[config.mk]
export PLATFORM = sky130hd
export DESIGN_NAME = stream_substring_replace_unit
export DESIGN_NICKNAME = d
export VERILOG_FILES = /design/src/sv/ssr_pkg.sv /design/src/sv/ssr_cell.sv /design/src/sv/ssr_emit.sv /design/src/sv/stream_substring_replace_unit.sv
export SDC_FILE = /design/constraint.sdc
export NUM_CORES = 1
export LEC_CHECK = 0
export BUFFER_PORTS_ARGS = -buffer_cell sky130_fd_sc_hd__buf_2
export CORE_UTILIZATION = 54
export DETAILED_ROUTE_END_ITERATION = 8
export PLACE_DENSITY = 0.79
export SLEW_MARGIN = 20
export SYNTH_ARGS = -nofsm -noshare
export SYNTH_HDL_FRONTEND = slang
export SYNTH_SLANG_ARGS = --single-unit
[constraint.sdc]
create_clock -name clk -period 3.67 [get_ports clk]
set_input_delay 0.1835 -clock clk [delete_from_list [all_inputs] [get_ports clk]]
set_output_delay 0.1835 -clock clk [all_outputs]
set_load 0.01 [all_outputs]
[src/sv/ssr_pkg.sv]
//==============================================================================
// ssr_pkg
// Shared types and constants for the streaming substring replace unit.
//==============================================================================
`default_nettype none

package ssr_pkg;

    // Byte and length widths
    localparam int DATA_W   = 8;
    localparam int LEN_W    = 4;
    localparam int CFG_W    = 64;
    localparam int ADDR_W   = 5;

    // Default sizes of the pattern window and the replacement
    localparam int MAX_PATTERN_DEF     = 8;
    localparam int MAX_REPLACEMENT_DEF = 8;

    // Register map, one 64-bit register every 8 bytes
    typedef enum logic [1:0] {
        REG_PATTERN_BYTES      = 2'd0,
        REG_PATTERN_LENGTH     = 2'd1,
        REG_REPLACEMENT_BYTES  = 2'd2,
        REG_REPLACEMENT_LENGTH = 2'd3
    } reg_idx_t;

    // Description of one emission job handed to the output sequencer:
    // cnt data bytes, then a bare end marker when tail is set
    typedef struct packed {
        logic             eos;
        logic             tail;
        logic [LEN_W-1:0] cnt;
    } job_info_t;

endpackage : ssr_pkg

`default_nettype wire

[src/sv/ssr_cell.sv]
//==============================================================================
// ssr_cell
// One window position: holds a byte, takes the incoming byte when selected,
// compares against its pattern byte and hands its byte to the left neighbor.
//==============================================================================
`default_nettype none

module ssr_cell
    import ssr_pkg::*;
(
    input  wire logic              clk,
    input  wire logic              rst_n,
    input  wire logic              upd_en,
    input  wire logic              shift_en,
    input  wire logic              sel,
    input  wire logic [DATA_W-1:0] in_byte,
    input  wire logic [DATA_W-1:0] nbr_ins,
    input  wire logic [DATA_W-1:0] pat_byte,
    output logic      [DATA_W-1:0] ins_byte,
    output logic                   eq
);

    logic [DATA_W-1:0] byte_reg;
    logic [DATA_W-1:0] byte_next;

    // Window content with the incoming byte placed at this position
    assign ins_byte = sel ? in_byte : byte_reg;
    assign eq       = (ins_byte == pat_byte);

    // Shift in from the right neighbor on a miss, else keep the merged byte
    always_comb
    begin
        byte_next = byte_reg;
        if (upd_en)
        begin
            byte_next = shift_en ? nbr_ins : ins_byte;
        end
    end

    always_ff @(posedge clk or negedge rst_n)
    begin
        if (!rst_n)
        begin
            byte_reg <= '0;
        end
        else
        begin
            byte_reg <= byte_next;
        end
    end

endmodule : ssr_cell

`default_nettype wire

[src/sv/ssr_emit.sv]
//==============================================================================
// ssr_emit
// Output sequencer: holds one emission job in a shift chain of bytes and
// drains it one result per transfer through a registered output stage.
//==============================================================================
`default_nettype none

module ssr_emit
    import ssr_pkg::*;
#(
    parameter int BUF_DEPTH = MAX_PATTERN_DEF
)
(
    input  wire logic                              clk,
    input  wire logic                              rst_n,
    input  wire logic                              load,
    input  wire job_info_t                         load_info,
    input  wire logic [BUF_DEPTH-1:0][DATA_W-1:0]  load_bytes,
    output logic                                   load_ready,
    output logic                                   out_valid,
    input  wire logic                              out_ready,
    output logic      [DATA_W-1:0]                 out_byte,
    output logic                                   out_has,
    output logic                                   out_last
);

    logic                             job_valid_reg, job_valid_next;
    logic [LEN_W-1:0]                 rem_reg, rem_next;
    logic                             eos_reg, eos_next;
    logic                             tail_reg, tail_next;
    logic [BUF_DEPTH-1:0][DATA_W-1:0] buf_reg, buf_next;

    logic                             out_valid_reg, out_valid_next;
    logic [DATA_W-1:0]                out_byte_reg, out_byte_next;
    logic                             out_has_reg, out_has_next;
    logic                             out_last_reg, out_last_next;

    logic out_free;
    logic step;
    logic job_final;
    logic load_take;
    logic bare_now;

    // Handshake between job holder and output register
    assign out_free   = !out_valid_reg || out_ready;
    assign step       = job_valid_reg && out_free;
    assign job_final  = (rem_reg <= LEN_W'(1));
    assign load_ready = !job_valid_reg || (step && job_final);
    assign load_take  = load && ((load_info.cnt != '0) || load_info.tail);
    assign bare_now   = tail_reg && job_final;

    // Advance the job: load a new one or shift out one byte
    always_comb
    begin
        job_valid_next = job_valid_reg;
        rem_next       = rem_reg;
        eos_next       = eos_reg;
        tail_next      = tail_reg;
        buf_next       = buf_reg;
        if (load)
        begin
            job_valid_next = load_take;
            rem_next       = load_info.cnt + LEN_W'(load_info.tail);
            eos_next       = load_info.eos;
            tail_next      = load_info.tail;
            buf_next       = load_bytes;
        end
        else if (step)
        begin
            if (job_final)
            begin
                job_valid_next = 1'b0;
            end
            else
            begin
                rem_next = rem_reg - LEN_W'(1);
                for (int k = 0; k < BUF_DEPTH - 1; k++)
                begin
                    buf_next[k] = buf_reg[k+1];
                end
                buf_next[BUF_DEPTH-1] = '0;
            end
        end
    end

    // Fill the output register from the head of the job
    always_comb
    begin
        out_valid_next = out_valid_reg;
        out_byte_next  = out_byte_reg;
        out_has_next   = out_has_reg;
        out_last_next  = out_last_reg;
        if (step)
        begin
            out_valid_next = 1'b1;
            out_has_next   = !bare_now;
            out_byte_next  = bare_now ? '0 : buf_reg[0];
            out_last_next  = eos_reg && job_final;
        end
        else if (out_ready)
        begin
            out_valid_next = 1'b0;
        end
    end

    always_ff @(posedge clk or negedge rst_n)
    begin
        if (!rst_n)
        begin
            job_valid_reg <= 1'b0;
            rem_reg       <= '0;
            eos_reg       <= 1'b0;
            tail_reg      <= 1'b0;
            out_valid_reg <= 1'b0;
        end
        else
        begin
            job_valid_reg <= job_valid_next;
            rem_reg       <= rem_next;
            eos_reg       <= eos_next;
            tail_reg      <= tail_next;
            out_valid_reg <= out_valid_next;
        end
    end

    // Payload holds without reset
    always_ff @(posedge clk)
    begin
        buf_reg      <= buf_next;
        out_byte_reg <= out_byte_next;
        out_has_reg  <= out_has_next;
        out_last_reg <= out_last_next;
    end

    assign out_valid = out_valid_reg;
    assign out_byte  = out_byte_reg;
    assign out_has   = out_has_reg;
    assign out_last  = out_last_reg;

endmodule : ssr_emit

`default_nettype wire

[src/sv/stream_substring_replace_unit.sv]
//==============================================================================
// stream_substring_replace_unit
// Streaming find-and-replace of a configured byte pattern.
//==============================================================================
// Bytes enter a row of window cells, one cell per pattern position, and the
// window is compared with the pattern in the cycle a byte fills it. A miss
// sends out the oldest byte, a match sends out the replacement and empties
// the window, and the last byte of a string flushes what remains, ending
// with tlast (a bare end marker with tuser low if nothing is left). The
// input takes one byte per cycle while the output accepts results and each
// byte yields at most one result; a byte that yields N results (a replacement
// of N bytes, a flush of up to MAX_PATTERN bytes, or either one followed by a
// bare end marker) holds s_axis_tready low while the output sequencer drains
// them. Results pass through the job register, then the output register.
// Write configuration only while the block is idle; writing pattern_length
// empties the window.
//==============================================================================
`default_nettype none

module stream_substring_replace_unit
    import ssr_pkg::*;
#(
    parameter int MAX_PATTERN     = MAX_PATTERN_DEF,
    parameter int MAX_REPLACEMENT = MAX_REPLACEMENT_DEF
)
(
    input  wire logic              clk,
    input  wire logic              rst_n,

    // Input stream
    input  wire logic              s_axis_tvalid,
    output logic                   s_axis_tready,
    input  wire logic [7:0]        s_axis_tdata,   // [7:0] data_byte
    input  wire logic              s_axis_tlast,   // end_of_string

    // Output stream
    output logic                   m_axis_tvalid,
    input  wire logic              m_axis_tready,
    output logic      [7:0]        m_axis_tdata,   // [7:0] out_byte
    output logic                   m_axis_tuser,   // [0] has_byte
    output logic                   m_axis_tlast,   // is_last

    // Configuration port
    input  wire logic              psel,
    input  wire logic              penable,
    input  wire logic              pwrite,
    input  wire logic [ADDR_W-1:0] paddr,
    input  wire logic [CFG_W-1:0]  pwdata,
    output logic      [CFG_W-1:0]  prdata,
    output logic                   pready
);

    localparam int BUF_DEPTH = (MAX_PATTERN > MAX_REPLACEMENT) ? MAX_PATTERN
                                                                : MAX_REPLACEMENT;
    localparam int FILL_W    = $clog2(MAX_PATTERN + 1);

    // Configuration registers
    logic [CFG_W-1:0] pat_bytes_reg;
    logic [LEN_W-1:0] pat_len_reg;
    logic [CFG_W-1:0] rep_bytes_reg;
    logic [LEN_W-1:0] rep_len_reg;

    logic [FILL_W-1:0] fill_reg, fill_next;

    logic             cfg_wr;
    reg_idx_t         cfg_idx;
    logic             in_fire;
    logic [LEN_W-1:0] eff_m;
    logic [LEN_W-1:0] eff_r;
    logic [LEN_W-1:0] fill_ext;
    logic             compare;
    logic             match;

    logic [MAX_PATTERN-1:0]             eq_vec;
    logic [MAX_PATTERN-1:0]             act_vec;
    logic [MAX_PATTERN-1:0][DATA_W-1:0] ins_vec;

    job_info_t                        job_info;
    logic [BUF_DEPTH-1:0][DATA_W-1:0] job_bytes;
    logic                             load_ready;

    assign pready  = 1'b1;
    assign cfg_wr  = psel && penable && pwrite && pready;
    assign cfg_idx = reg_idx_t'(paddr[ADDR_W-1:3]);
    assign in_fire = s_axis_tvalid && s_axis_tready;

    // Register writes
    always_ff @(posedge clk or negedge rst_n)
    begin
        if (!rst_n)
        begin
            pat_bytes_reg <= '0;
            pat_len_reg   <= LEN_W'(1);
            rep_bytes_reg <= '0;
            rep_len_reg   <= '0;
        end
        else if (cfg_wr)
        begin
            case (cfg_idx)
                REG_PATTERN_BYTES:      pat_bytes_reg <= pwdata;
                REG_PATTERN_LENGTH:     pat_len_reg   <= pwdata[LEN_W-1:0];
                REG_REPLACEMENT_BYTES:  rep_bytes_reg <= pwdata;
                REG_REPLACEMENT_LENGTH: rep_len_reg   <= pwdata[LEN_W-1:0];
                default:                ;
            endcase
        end
    end

    // Register reads
    always_comb
    begin
        case (cfg_idx)
            REG_PATTERN_BYTES:      prdata = pat_bytes_reg;
            REG_PATTERN_LENGTH:     prdata = CFG_W'(pat_len_reg);
            REG_REPLACEMENT_BYTES:  prdata = rep_bytes_reg;
            REG_REPLACEMENT_LENGTH: prdata = CFG_W'(rep_len_reg);
            default:                prdata = '0;
        endcase
    end

    // Clamp lengths to the supported range
    always_comb
    begin
        if (pat_len_reg == '0)
        begin
            eff_m = LEN_W'(1);
        end
        else if (pat_len_reg > LEN_W'(MAX_PATTERN))
        begin
            eff_m = LEN_W'(MAX_PATTERN);
        end
        else
        begin
            eff_m = pat_len_reg;
        end

        if (rep_len_reg > LEN_W'(MAX_REPLACEMENT))
        begin
            eff_r = LEN_W'(MAX_REPLACEMENT);
        end
        else
        begin
            eff_r = rep_len_reg;
        end
    end

    assign fill_ext = LEN_W'(fill_reg);
    assign compare  = ((fill_ext + LEN_W'(1)) == eff_m);

    // Row of window cells
    for (genvar i = 0; i < MAX_PATTERN; i++)
    begin : g_cell
        logic [DATA_W-1:0] nbr;

        if (i == MAX_PATTERN - 1)
        begin : g_end
            assign nbr = '0;
        end
        else
        begin : g_mid
            assign nbr = ins_vec[i+1];
        end

        assign act_vec[i] = (LEN_W'(i) < eff_m);

        ssr_cell u_cell (
            .clk      (clk),
            .rst_n    (rst_n),
            .upd_en   (in_fire),
            .shift_en (compare && !match),
            .sel      (fill_reg == FILL_W'(i)),
            .in_byte  (s_axis_tdata),
            .nbr_ins  (nbr),
            .pat_byte (pat_bytes_reg[DATA_W*i +: DATA_W]),
            .ins_byte (ins_vec[i]),
            .eq       (eq_vec[i])
        );
    end

    assign match = compare && (&(eq_vec | ~act_vec));

    // Job bytes: the replacement on a match, else the window in order
    for (genvar k = 0; k < BUF_DEPTH; k++)
    begin : g_job
        logic [DATA_W-1:0] rep_b;
        logic [DATA_W-1:0] win_b;

        if (k < MAX_REPLACEMENT)
        begin : g_rep
            assign rep_b = rep_bytes_reg[DATA_W*k +: DATA_W];
        end
        else
        begin : g_norep
            assign rep_b = '0;
        end

        if (k < MAX_PATTERN)
        begin : g_win
            assign win_b = ins_vec[k];
        end
        else
        begin : g_nowin
            assign win_b = '0;
        end

        assign job_bytes[k] = match ? rep_b : win_b;
    end

    // Job size: replacement, one missed byte, or the flushed window; add a
    // bare end marker when the string ends with the window emptied
    always_comb
    begin
        job_info.eos  = s_axis_tlast;
        job_info.tail = 1'b0;
        if (match)
        begin
            job_info.cnt  = eff_r;
            job_info.tail = s_axis_tlast;
        end
        else if (compare)
        begin
            job_info.cnt  = s_axis_tlast ? eff_m : LEN_W'(1);
            job_info.tail = s_axis_tlast && (eff_m == LEN_W'(1));
        end
        else
        begin
            job_info.cnt = s_axis_tlast ? (fill_ext + LEN_W'(1)) : '0;
        end
    end

    // Window fill count
    always_comb
    begin
        fill_next = fill_reg;
        if (cfg_wr && (cfg_idx == REG_PATTERN_LENGTH))
        begin
            fill_next = '0;
        end
        else if (in_fire)
        begin
            if (s_axis_tlast || match)
            begin
                fill_next = '0;
            end
            else if (compare)
            begin
                fill_next = FILL_W'(eff_m - LEN_W'(1));
            end
            else
            begin
                fill_next = fill_reg + FILL_W'(1);
            end
        end
    end

    always_ff @(posedge clk or negedge rst_n)
    begin
        if (!rst_n)
        begin
            fill_reg <= '0;
        end
        else
        begin
            fill_reg <= fill_next;
        end
    end

    assign s_axis_tready = load_ready;

    ssr_emit #(
        .BUF_DEPTH (BUF_DEPTH)
    ) u_emit (
        .clk        (clk),
        .rst_n      (rst_n),
        .load       (in_fire),
        .load_info  (job_info),
        .load_bytes (job_bytes),
        .load_ready (load_ready),
        .out_valid  (m_axis_tvalid),
        .out_ready  (m_axis_tready),
        .out_byte   (m_axis_tdata),
        .out_has    (m_axis_tuser),
        .out_last   (m_axis_tlast)
    );

    // Window never holds a full pattern between items
    a_fill_below_len: assert property (@(posedge clk) disable iff (!rst_n)
        fill_reg < FILL_W'(eff_m))
        else $error("window fill reached pattern length");

    // A result without a byte is always the end marker and carries zero data
    a_bare_is_last: assert property (@(posedge clk) disable iff (!rst_n)
        (m_axis_tvalid && !m_axis_tuser) |-> (m_axis_tlast && (m_axis_tdata == '0)))
        else $error("bare result is not a clean end marker");

    // End of string empties the window
    a_eos_clears: assert property (@(posedge clk) disable iff (!rst_n)
        (in_fire && s_axis_tlast) |=> (fill_reg == '0))
        else $error("window not empty after end of string");

endmodule : stream_substring_replace_unit

`default_nettype wire

* After elaboration in Yosys (flattened, before gate mapping)
Index checks and enable logic that the tools add are counted.
** Cells by class
- Shift-type cells :: 0
- Div/mod/pow operators :: 0
- Add/sub/neg operators :: 4
- Equality and inequality tests :: 21
- Order comparisons :: 11
- Multiply operators :: 0
- Reduce and logical (&&, ||, !) cells :: 35
- Mux-type cells :: 48
- Bitwise gates (word level) :: 2
** Operator list (number)
- $pmux W64 S4 :: 1
- $mux W64 :: 3
- $mux W8 :: 24
- $eq A8 B8 Y1 :: 8
- $mux W4 :: 13
- $eq A4 B3 Y1 const B :: 4
- $lt A3 B4 Y1 const A :: 4
- $logic_and A1 B1 Y1 :: 12
- $reduce_and A2 Y1 :: 6
- $eq A4 B1 Y1 const B :: 2
- $eq A4 B2 Y1 const B :: 2
- $gt A4 B4 Y1 const B :: 2
- $logic_not A4 Y1 :: 2
- $lt A1 B4 Y1 const A :: 2
- $lt A2 B4 Y1 const A :: 2
- $not A8 Y8 :: 1
- $or A8 B8 Y8 :: 1
- $reduce_and A8 Y1 :: 1
- $reduce_bool A2 Y1 :: 4
- $sub A4 B1 Y4 const B :: 2
- $mux W1 :: 6
- $mux W5 :: 1
- $add A4 B1 Y4 :: 1
- $add A4 B1 Y4 const B :: 1
- 9 further kinds :: 16
** Word-level totals
- Memory bits (read-only) :: 0
- Latch bits :: 0
- RAM bits :: 0
- Memories kept :: 0
- Word-level logic and storage cells :: 150
- Flip-flop bits (word level) :: 286

* Depth between registers and ports, before layout
Gate-level depths: netlist (run 1).
- Word-level depth :: 13
- Mapped depth :: 19
- Depth with buffers taken out :: 18

* By module
From an unflattened synthesis (run 1), not the netlist that was laid out.
** Second synthesis, totals
- Cells, all modules :: 1192
- Area total of the unflattened synthesis :: 16173.0 µm²
** Modules (own cells, without submodules)
- stream_substring_replace_unit :: area an instance 7707.4 µm², sequential area each 3504.6 µm², instances 1, cells each 610
- ssr_cell :: area an instance 613.1 µm², sequential area each 200.2 µm², instances 8, cells each 46
- ssr_emit :: area an instance 3560.9 µm², sequential area each 2422.3 µm², instances 1, cells each 214

* Worst setup path before layout (run 1)
Ideal clock, no wire load.
- Path kind :: register to register
- From :: register fill_reg[0], in the netlist fill_ext[0]
- To :: register u_emit.rem_reg[3]
- Cell stages (with the launch flop) :: 19
- Data arrival time :: 3.891 ns
- Clock period less this slack :: 4.014 ns
- Path slack :: -0.344 ns
- Library setup time :: 0.123 ns
- Path buffers :: 1
- Data required time :: 3.547 ns
- Cells stage by stage :: dfrtp_1 > ha_1 > nor3b_1 > buf_6 > mux2i_2 > xnor2_1 > a2111oi_4 > nand4_1 > o31ai_4 > nand3_1 > mux2i_1 > o32a_1 > inv_1 > ha_1 > inv_1 > or2_2 > mux2i_1 > nand2b_1 > o221a_1
** On the way
- Longest elaborated chain between the ends :: 9
** Ends and longest elaborated chain
- start, declared :: RTL line stream_substring_replace_unit.sv:63 : logic [FILL_W-1:0] fill_reg, fill_next;
- start signal, assigned :: RTL line stream_substring_replace_unit.sv:264 : fill_reg <= fill_next;
- $eq A4 B1 Y1, or another cell as far along :: RTL line stream_substring_replace_unit.sv:171 : .sel (fill_reg == FILL_W'(i)),
- $mux W8 :: RTL line ssr_cell.sv:27 : assign ins_byte = sel ? in_byte : byte_reg;
- $eq A8 B8 Y1 :: RTL line ssr_cell.sv:28 : assign eq = (ins_byte == pat_byte);
- $or A8 B8 Y8 :: RTL line stream_substring_replace_unit.sv:180 : assign match = compare && (&(eq_vec | ~act_vec));
- $reduce_and A8 Y1 :: RTL line stream_substring_replace_unit.sv:180
- $logic_and A1 B1 Y1 :: RTL line stream_substring_replace_unit.sv:180
- $mux W5 * :: RTL line stream_substring_replace_unit.sv:215 : if (match)
- $add A4 B1 Y4 * :: RTL line ssr_emit.sv:63 : rem_next = load_info.cnt + LEN_W'(load_info.tail);
- $mux W4 * :: RTL line ssr_emit.sv:60 : if (load)
- end signal, assigned :: RTL line ssr_emit.sv:119 : rem_reg <= rem_next;
- end, declared :: RTL line ssr_emit.sv:28 : logic [LEN_W-1:0] rem_reg, rem_next;
Every way passes the cells marked *; elsewhere a longest branch is shown, timed or not.
A chain may end at the register's enable or synchronous reset.

* Worst setup path in the final report (run 1)
Same ends and word-level chain as after synthesis.

==> impl_metrics.env, run 1 <==
export IMPL_r2r_slack_ps=-300
export IMPL_syn_avg_cell_area_sq_um=10.75
export IMPL_yosys_area_share_adder=0.007887
export IMPL_grt_max_degree=117
export IMPL_ys_ff_latch=286
export IMPL_p_leak_nw=9.146
export IMPL_synth_area_leaders="dfrtp_1, edfxtp_1, mux2_2, mux2i_1, nor2_1"
export IMPL_clockRootBuffer="clkbuf_16"
export IMPL_cts_htree_levels=1
export IMPL_rr_endpoint="u_emit.rem_reg[3]$_DFFE_PN0P_"
export IMPL_synth_top_family_by_area="multiplexers"
export IMPL_synth_compound_area_frac=0.1349
export IMPL_wl_um=47400
export IMPL_synth_simple_area_share=0.1080
export IMPL_hold_slack_ps=5.694
export IMPL_clk_insertion_delay_late_ps=560
export IMPL_grt_pass1_wl_um=73180
export IMPL_synth_edff_count=74
export IMPL_slew_headroom=0.4224
export IMPL_synth_cells=1476
export IMPL_drt_initial_drc_count=1160
export IMPL_wl_per_cell_um=21.53
export IMPL_worstPathArrival_ps=4410
export IMPL_violations="negative setup slack"
export IMPL_clockBufferDepth=3
export IMPL_clk_pin_slew_ps=60
export IMPL_dieArea_sq_um=30070
export IMPL_drcViolationCount=0
export IMPL_r2r_cells=19
export IMPL_die_h_um=173.4
export IMPL_synth_mux_area_frac=0.2027
export IMPL_maxCapViolCount=0
export IMPL_final_cells=2202
export IMPL_fillers=2032
export IMPL_fin_worst_skew_ps=20.85
export IMPL_path_max_fanout=8
export IMPL_setup_worst_path_start="fill_ext[0]$_DFFE_PN0P_"
export IMPL_async_flop_share=0.7413
export IMPL_place_hpwl_um=32050
export IMPL_period_minus_slack_ps=3972
export IMPL_numClockSinks=286
export IMPL_ant_nets=0
export IMPL_hold_class="in2reg"
export IMPL_grt_usage=0.3095
export IMPL_crit_type="reg2reg"
export IMPL_hold_viol=0
export IMPL_synth_top_area_share=0.3328
export IMPL_ys_dominant_reg_cell="dfrtp_1"
export IMPL_pre_cts_slack_ps=-520.4
export IMPL_endpoint="u_emit.rem_reg[3]$_DFFE_PN0P_"
export IMPL_setup_viol=4
export IMPL_yosysTopAreaCell="dfrtp_1"
export IMPL_grt_pass1_vias=13220
export IMPL_start_util=0.5512
export IMPL_place_congestion=0.9575
export IMPL_core_sq_um=28780
export IMPL_num_rows=62
export IMPL_crit_required_ps=4110
export IMPL_portBuffers=157
export IMPL_slew_violations=0
export IMPL_power_mw=14.90
export IMPL_final_nets=1889
export IMPL_boundaryPins=162
export IMPL_synth_net_count=1571
export IMPL_rsz0062_at_grt="true"
export IMPL_final_period_utilization=1.082
export IMPL_vias_per_cell=5.956
export IMPL_r2r_start="fill_ext[0]$_DFFE_PN0P_"
export IMPL_fin_tns_setup_ps=-592.3
export IMPL_fmax_ghz=0.2518
export IMPL_diodes=0
export IMPL_num_vias=13120
export IMPL_worst_pin_slew_ps=866.4
export IMPL_synth_distinct_cells=77
export IMPL_worst_slack_ps=-301.8
export IMPL_run_status="finished, violations left"
export IMPL_die_w_um=173.4
export IMPL_start_kind="register"
export IMPL_drt_pass1_iter_count=5
export IMPL_cts_buffers=31
export IMPL_synthToLayoutAreaGrowth_pct=27.53
export IMPL_synth_xor_area_share=0.02760
export IMPL_drive_above_1_share=0.3245
export IMPL_cts_tree="yes"
export IMPL_syn_area_sq_um=15860
export IMPL_critPathCaptureType="register"
export IMPL_grt_ovfl_total=0
export IMPL_antenna_found_initial=1
export IMPL_dpl_cell_count=2058
export IMPL_powerDensity_nw_per_um2=736.2
export IMPL_yosysSeqAreaShare=0.4746
export IMPL_final_common_cell="dfrtp_1"
export IMPL_irDropWorstVdd_mv=0.5241
export IMPL_most_common_layout_cells="dfrtp_1, buf_2, buf_4"
export IMPL_ys_warn_count=0
==> synth_stat cells, drive strengths merged (21+ instances only) <==
| cell | number |
|---|---|
| dfrtp | 211 |
| mux2 | 166 |
| nor2 | 154 |
| mux2i | 124 |
| nand2 | 117 |
| o21ai | 93 |
| edfxtp | 74 |
| clkbuf | 69 |
| a211oi | 65 |
| a21o | 52 |
| inv | 46 |
| buf | 39 |
| xnor2 | 29 |
| nor2b | 23 |
| xor2 | 21 |
==> repair_timing <==
action                                  in CTS  in global routing
cloned                                       0                  2
endpoints found under the hold margin      250                  0
resized for setup                           20                 54
hold buffers                                67                  0
endpoints found under the setup margin      53                124
buffers inserted                            11                  6
pin swaps                                    9                 10
==> report_power, final <==
group          internal, mW  switching, mW  total [mW]
clock                  2.07           1.31        3.38
combinational          2.80           3.24        6.04
sequential             4.63          0.846        5.48
==> logic make-up after synthesis <==
group | Yosys count
multiplexers | 294
adder cells (fa/ha/maj) | 10
other | 1
flip-flops | 286
XOR/XNOR | 50
buffers and inverters | 155
AO/OA/AOI/OAI | 311
AND/OR/NAND/NOR | 369
==> worst max-delay path, cell delays in order, from the launching register on <==
cell and delay [ps]:
dfrtp_2 440, ha_2 210, buf_4 150, nand3b_4 140
buf_4 140, o221ai_2 90, nor3_1 190, nor3_1 90
or4_4 550, a211oi_4 280, nand3_2 120, mux2i_1 140
o32a_1 300, inv_1 60, ha_2 180, inv_2 40
or2_4 260, mux2i_4 170, nand2b_1 90, o221a_1 220
==> through the flow <==
step,instance area [sq um],utilization
after floorplan,15910,-
after global placement,17950,0.6238
after detailed placement,17950,0.6238
after CTS,19900,0.6914
after global routing,20230,0.7030
final,20230,0.7030
==> final cells by class <==
type | count | area [sq um] | area share
repair buffers | 393 | 2954 | 0.1460
inverters | 47 | 181.4 | 0.008967
well taps | 384 | 480.5 | 0.02375
clock inverters | 20 | 279.0 | 0.01379
multi-input cells | 1035 | 7986 | 0.3947
clock buffers | 37 | 818.3 | 0.04045
flip-flops and latches | 286 | 7532 | 0.3723
==> worst min-delay path by stage <==
stage,to,slack [ps],cells past startpoint,startpoint
final,u_emit.job_valid_reg$_DFFE_PN0P_,6,3,s_axis_tvalid
after CTS,u_emit.job_valid_reg$_DFFE_PN0P_,2,3,s_axis_tvalid
after global routing,u_emit.job_valid_reg$_DFFE_PN0P_,40,3,s_axis_tvalid
after detailed placement,pat_bytes_reg[47]$_DFFE_PN0P_,410,3,pwdata[47]
after global placement,rep_bytes_reg[0]$_DFFE_PN0P_,400,1,rst_n
after floorplan,fill_ext[0]$_DFFE_PN0P_,-110,0,rst_n
==> routing by layer <==
metal | vias to the layer above | share of wire | track usage
li1 | 5953 | - | -
met1 | 6504 | 0.41 | 0.4091
met2 | 531 | 0.49 | 0.5256
met3 | 125 | 0.062 | 0.03728
met4 | 2 | 0.036 | 0.1103
met5 | - | 0.00019 | 0
Power figures use the tool's default switching activity.
==> run 2: changes to the inputs <==
--- a/config.mk
+++ b/config.mk
@@ -9,6 +9,7 @@
 export CORE_UTILIZATION = 54
 export DETAILED_ROUTE_END_ITERATION = 8
 export PLACE_DENSITY = 0.79
+export SKIP_CTS_REPAIR_TIMING = 1
 export SLEW_MARGIN = 20
 export SYNTH_ARGS = -nofsm -noshare
 export SYNTH_HDL_FRONTEND = slang
==> run 2 against run 1 <==
Effect of this change:
- the run still ends with negative setup slack left
- maximum frequency down 1.7%
- worst hold slack worse by 4.2 ps
- die area unchanged
- via count down 0.55%
- clock power about the same
- combinational power down 0.7%
- total power down 0.25%
- global-route usage down 0.97 points
- sequential cell count unchanged
- final cell count down 0.50%
- routed wire length down 0.73%
- critical path type unchanged
- largest power group unchanged
- highest routed layer is now met4
==> impl_metrics.env, run 2 (synthesis gave the netlist of run 1 again) <==
export IMPL_grt_pass1_wl_um=70960
export IMPL_worst_slack_ps=-372.3
export IMPL_grt_use_met3=0.03531
export IMPL_drcViolationCount=0
export IMPL_period_minus_slack_ps=4042
export IMPL_dieArea_sq_um=30070
export IMPL_pre_cts_slack_ps=-520.4
export IMPL_holdPathStages=3
export IMPL_slowest_delay_ps=430
export IMPL_core_sq_um=28780
export IMPL_cts_buffers=31
export IMPL_grt_use_met1=0.4032
export IMPL_hold_end="u_emit.eos_reg$_DFFE_PN0P_"
export IMPL_grt_pass1_vias=12770
export IMPL_swShare=0.3618
export IMPL_final_period_utilization=1.101
export IMPL_dpl_cell_count=2058
export IMPL_hold_slack_ps=1.449
export IMPL_r2r_start="fill_ext[1]$_DFFE_PN0P_"
export IMPL_path_max_fanout=6
export IMPL_wl_per_cell_um=21.48
export IMPL_worst_pin_slew_ps=835.2
export IMPL_numClockSinks=286
export IMPL_fin_worst_skew_ps=22.48
export IMPL_worstPathArrival_ps=4480
export IMPL_setup_viol=9
export IMPL_boundaryPins=162
export IMPL_place_congestion=0.9575
export IMPL_drt_initial_drc_count=1103
export IMPL_num_vias=13040
export IMPL_crit_type="reg2reg"
export IMPL_drt_pass1_iter_count=8
export IMPL_hold_viol=0
export IMPL_critPathCaptureType="register"
export IMPL_critPathSlowestCell="dfrtp_1"
export IMPL_irDropWorstVdd_mv=0.5286
export IMPL_power_mw=14.86
export IMPL_gr_usage_met2=0.5037
export IMPL_clk_insertion_delay_late_ps=570
export IMPL_grt_max_degree=117
export IMPL_powerDensity_nw_per_um2=740.3
export IMPL_final_nets=1878
export IMPL_power_frac_comb=0.404
export IMPL_fmax_ghz=0.2474
export IMPL_hold_class="in2reg"
export IMPL_rr_endpoint="u_emit.rem_reg[3]$_DFFE_PN0P_"
export IMPL_start_kind="register"
export IMPL_synthToLayoutAreaGrowth_pct=26.52
export IMPL_p_leak_nw=9.087
export IMPL_final_common_cell="dfrtp_1"
export IMPL_start_util=0.5512
export IMPL_switchingPower_mw=5.376
export IMPL_grt_ovfl_total=0
export IMPL_cts_tree="yes"
export IMPL_clockRootBuffer="clkbuf_16"
export IMPL_clk_pin_slew_ps=60
export IMPL_vias_per_cell=5.953
export IMPL_most_common_layout_cells="dfrtp_1, buf_2, nor2_1"
export IMPL_crit_required_ps=4100
export IMPL_clockBufferDepth=3
export IMPL_power_frac_seq=0.369
export IMPL_portBuffers=157
export IMPL_r2r_slack_ps=-370
export IMPL_rsz0062_at_grt="true"
export IMPL_fillers=2050
export IMPL_num_rows=62
export IMPL_die_h_um=173.4
export IMPL_p_int_mw=9.483
export IMPL_maxCapViolCount=0
export IMPL_run_status="finished, violations left"
export IMPL_violations="negative setup slack"
export IMPL_hp_start="s_axis_tlast"
export IMPL_final_cells=2191
export IMPL_cts_htree_levels=1
export IMPL_diodes=0
export IMPL_cp_cell_sequence="inv_2 > ha_4 > nor3b_4 > buf_6 > mux2i_4 > xnor2_2 > a2111oi_4 > nand4_1 > o31ai_4 > nand3_2 > mux2i_1 > o32a_1 > inv_1 > ha_2 > inv_2 > or2_4 > mux2i_4 > nand2b_1 > o221a_1"
export IMPL_slew_violations=0
export IMPL_clkPwrFrac=0.227
export IMPL_grt_usage=0.2998
export IMPL_wl_um=47060
export IMPL_slew_headroom=0.4432
export IMPL_drive_above_1_share=0.3138
export IMPL_die_w_um=173.4
export IMPL_antenna_found_initial=0
export IMPL_r2r_cells=19
export IMPL_place_hpwl_um=32050
export IMPL_ant_nets=0
export IMPL_grt_most_used_layer="met2"
## run 2: cell count changes in the layout (fill, tap and decap cells not counted), moves of 2 or more
cell	change
o21ai_1	+3
nor2_2	-4
buf_4	-9
a211oi_1	+5
nor2_4	-3
nor2_1	+7
buf_12	+3
o21ai_0	-2
a211oi_2	-5
## run 2: cell type report
class / count / area [sq um] / area share
tap: 384 / 480.5 / 0.02394
timing repair buffer: 382 / 2858 / 0.1424
sequential: 286 / 7532 / 0.3753
multi-input combinational: 1035 / 7919 / 0.3946
clock buffer: 37 / 818.3 / 0.04077
clock inverter: 20 / 279.0 / 0.01390
inverter: 47 / 183.9 / 0.009164
## run 2: per-layer routing
layer,up-vias,wire [um]
met5,-,0
met4,0,1532
met3,113,3020
met2,584,23170
met1,6421,19330
li1,5925,-
## run 2: worst max path at each step
stage,cells past startpoint,endpoint,startpoint
after global placement,20,u_emit.rem_reg[3]$_DFFE_PN0P_,fill_ext[1]$_DFFE_PN0P_
after global routing,19,u_emit.rem_reg[3]$_DFFE_PN0P_,fill_ext[1]$_DFFE_PN0P_
final,19,u_emit.rem_reg[3]$_DFFE_PN0P_,fill_ext[1]$_DFFE_PN0P_
after CTS,19,u_emit.rem_reg[3]$_DFFE_PN0P_,fill_ext[0]$_DFFE_PN0P_
after floorplan,19,u_emit.rem_reg[3]$_DFFE_PN0P_,fill_ext[1]$_DFFE_PN0P_
after detailed placement,19,u_emit.rem_reg[3]$_DFFE_PN0P_,fill_ext[0]$_DFFE_PN0P_
## run 2: through the flow
stage                     area, sq um  utilization  setup TNS (ps)
after floorplan                 15910            -          -309.2
after global placement          17950       0.6238          -408.7
after detailed placement        17950       0.6238           -3995
after CTS                       19050       0.6619           -4878
after global routing            20070       0.6974           -6753
final                           20070       0.6974          -848.9
## run 2: power by group through the flow
stage / Clock [mW] / Sequential, mW / Combinational, mW
floorplan: 0 / 5.22 / 3.63
global placement: 0 / 5.42 / 5.44
detailed placement: 0 / 5.47 / 5.59
CTS: 3.40 / 5.42 / 5.63
global route: 3.52 / 5.57 / 6.45
finish: 3.38 / 5.48 / 6.00
## run 2: worst max-delay path, delay by kind of cell, from the launching register on
family	cells	cell delay, ps
AO/OA/AOI/OAI	4	1180
AND/OR/NAND/NOR	5	850
multiplexers	3	590
flip-flops	1	430
buffers and inverters	4	430
adder cells (fa/ha/maj)	2	320
XOR/XNOR	1	110
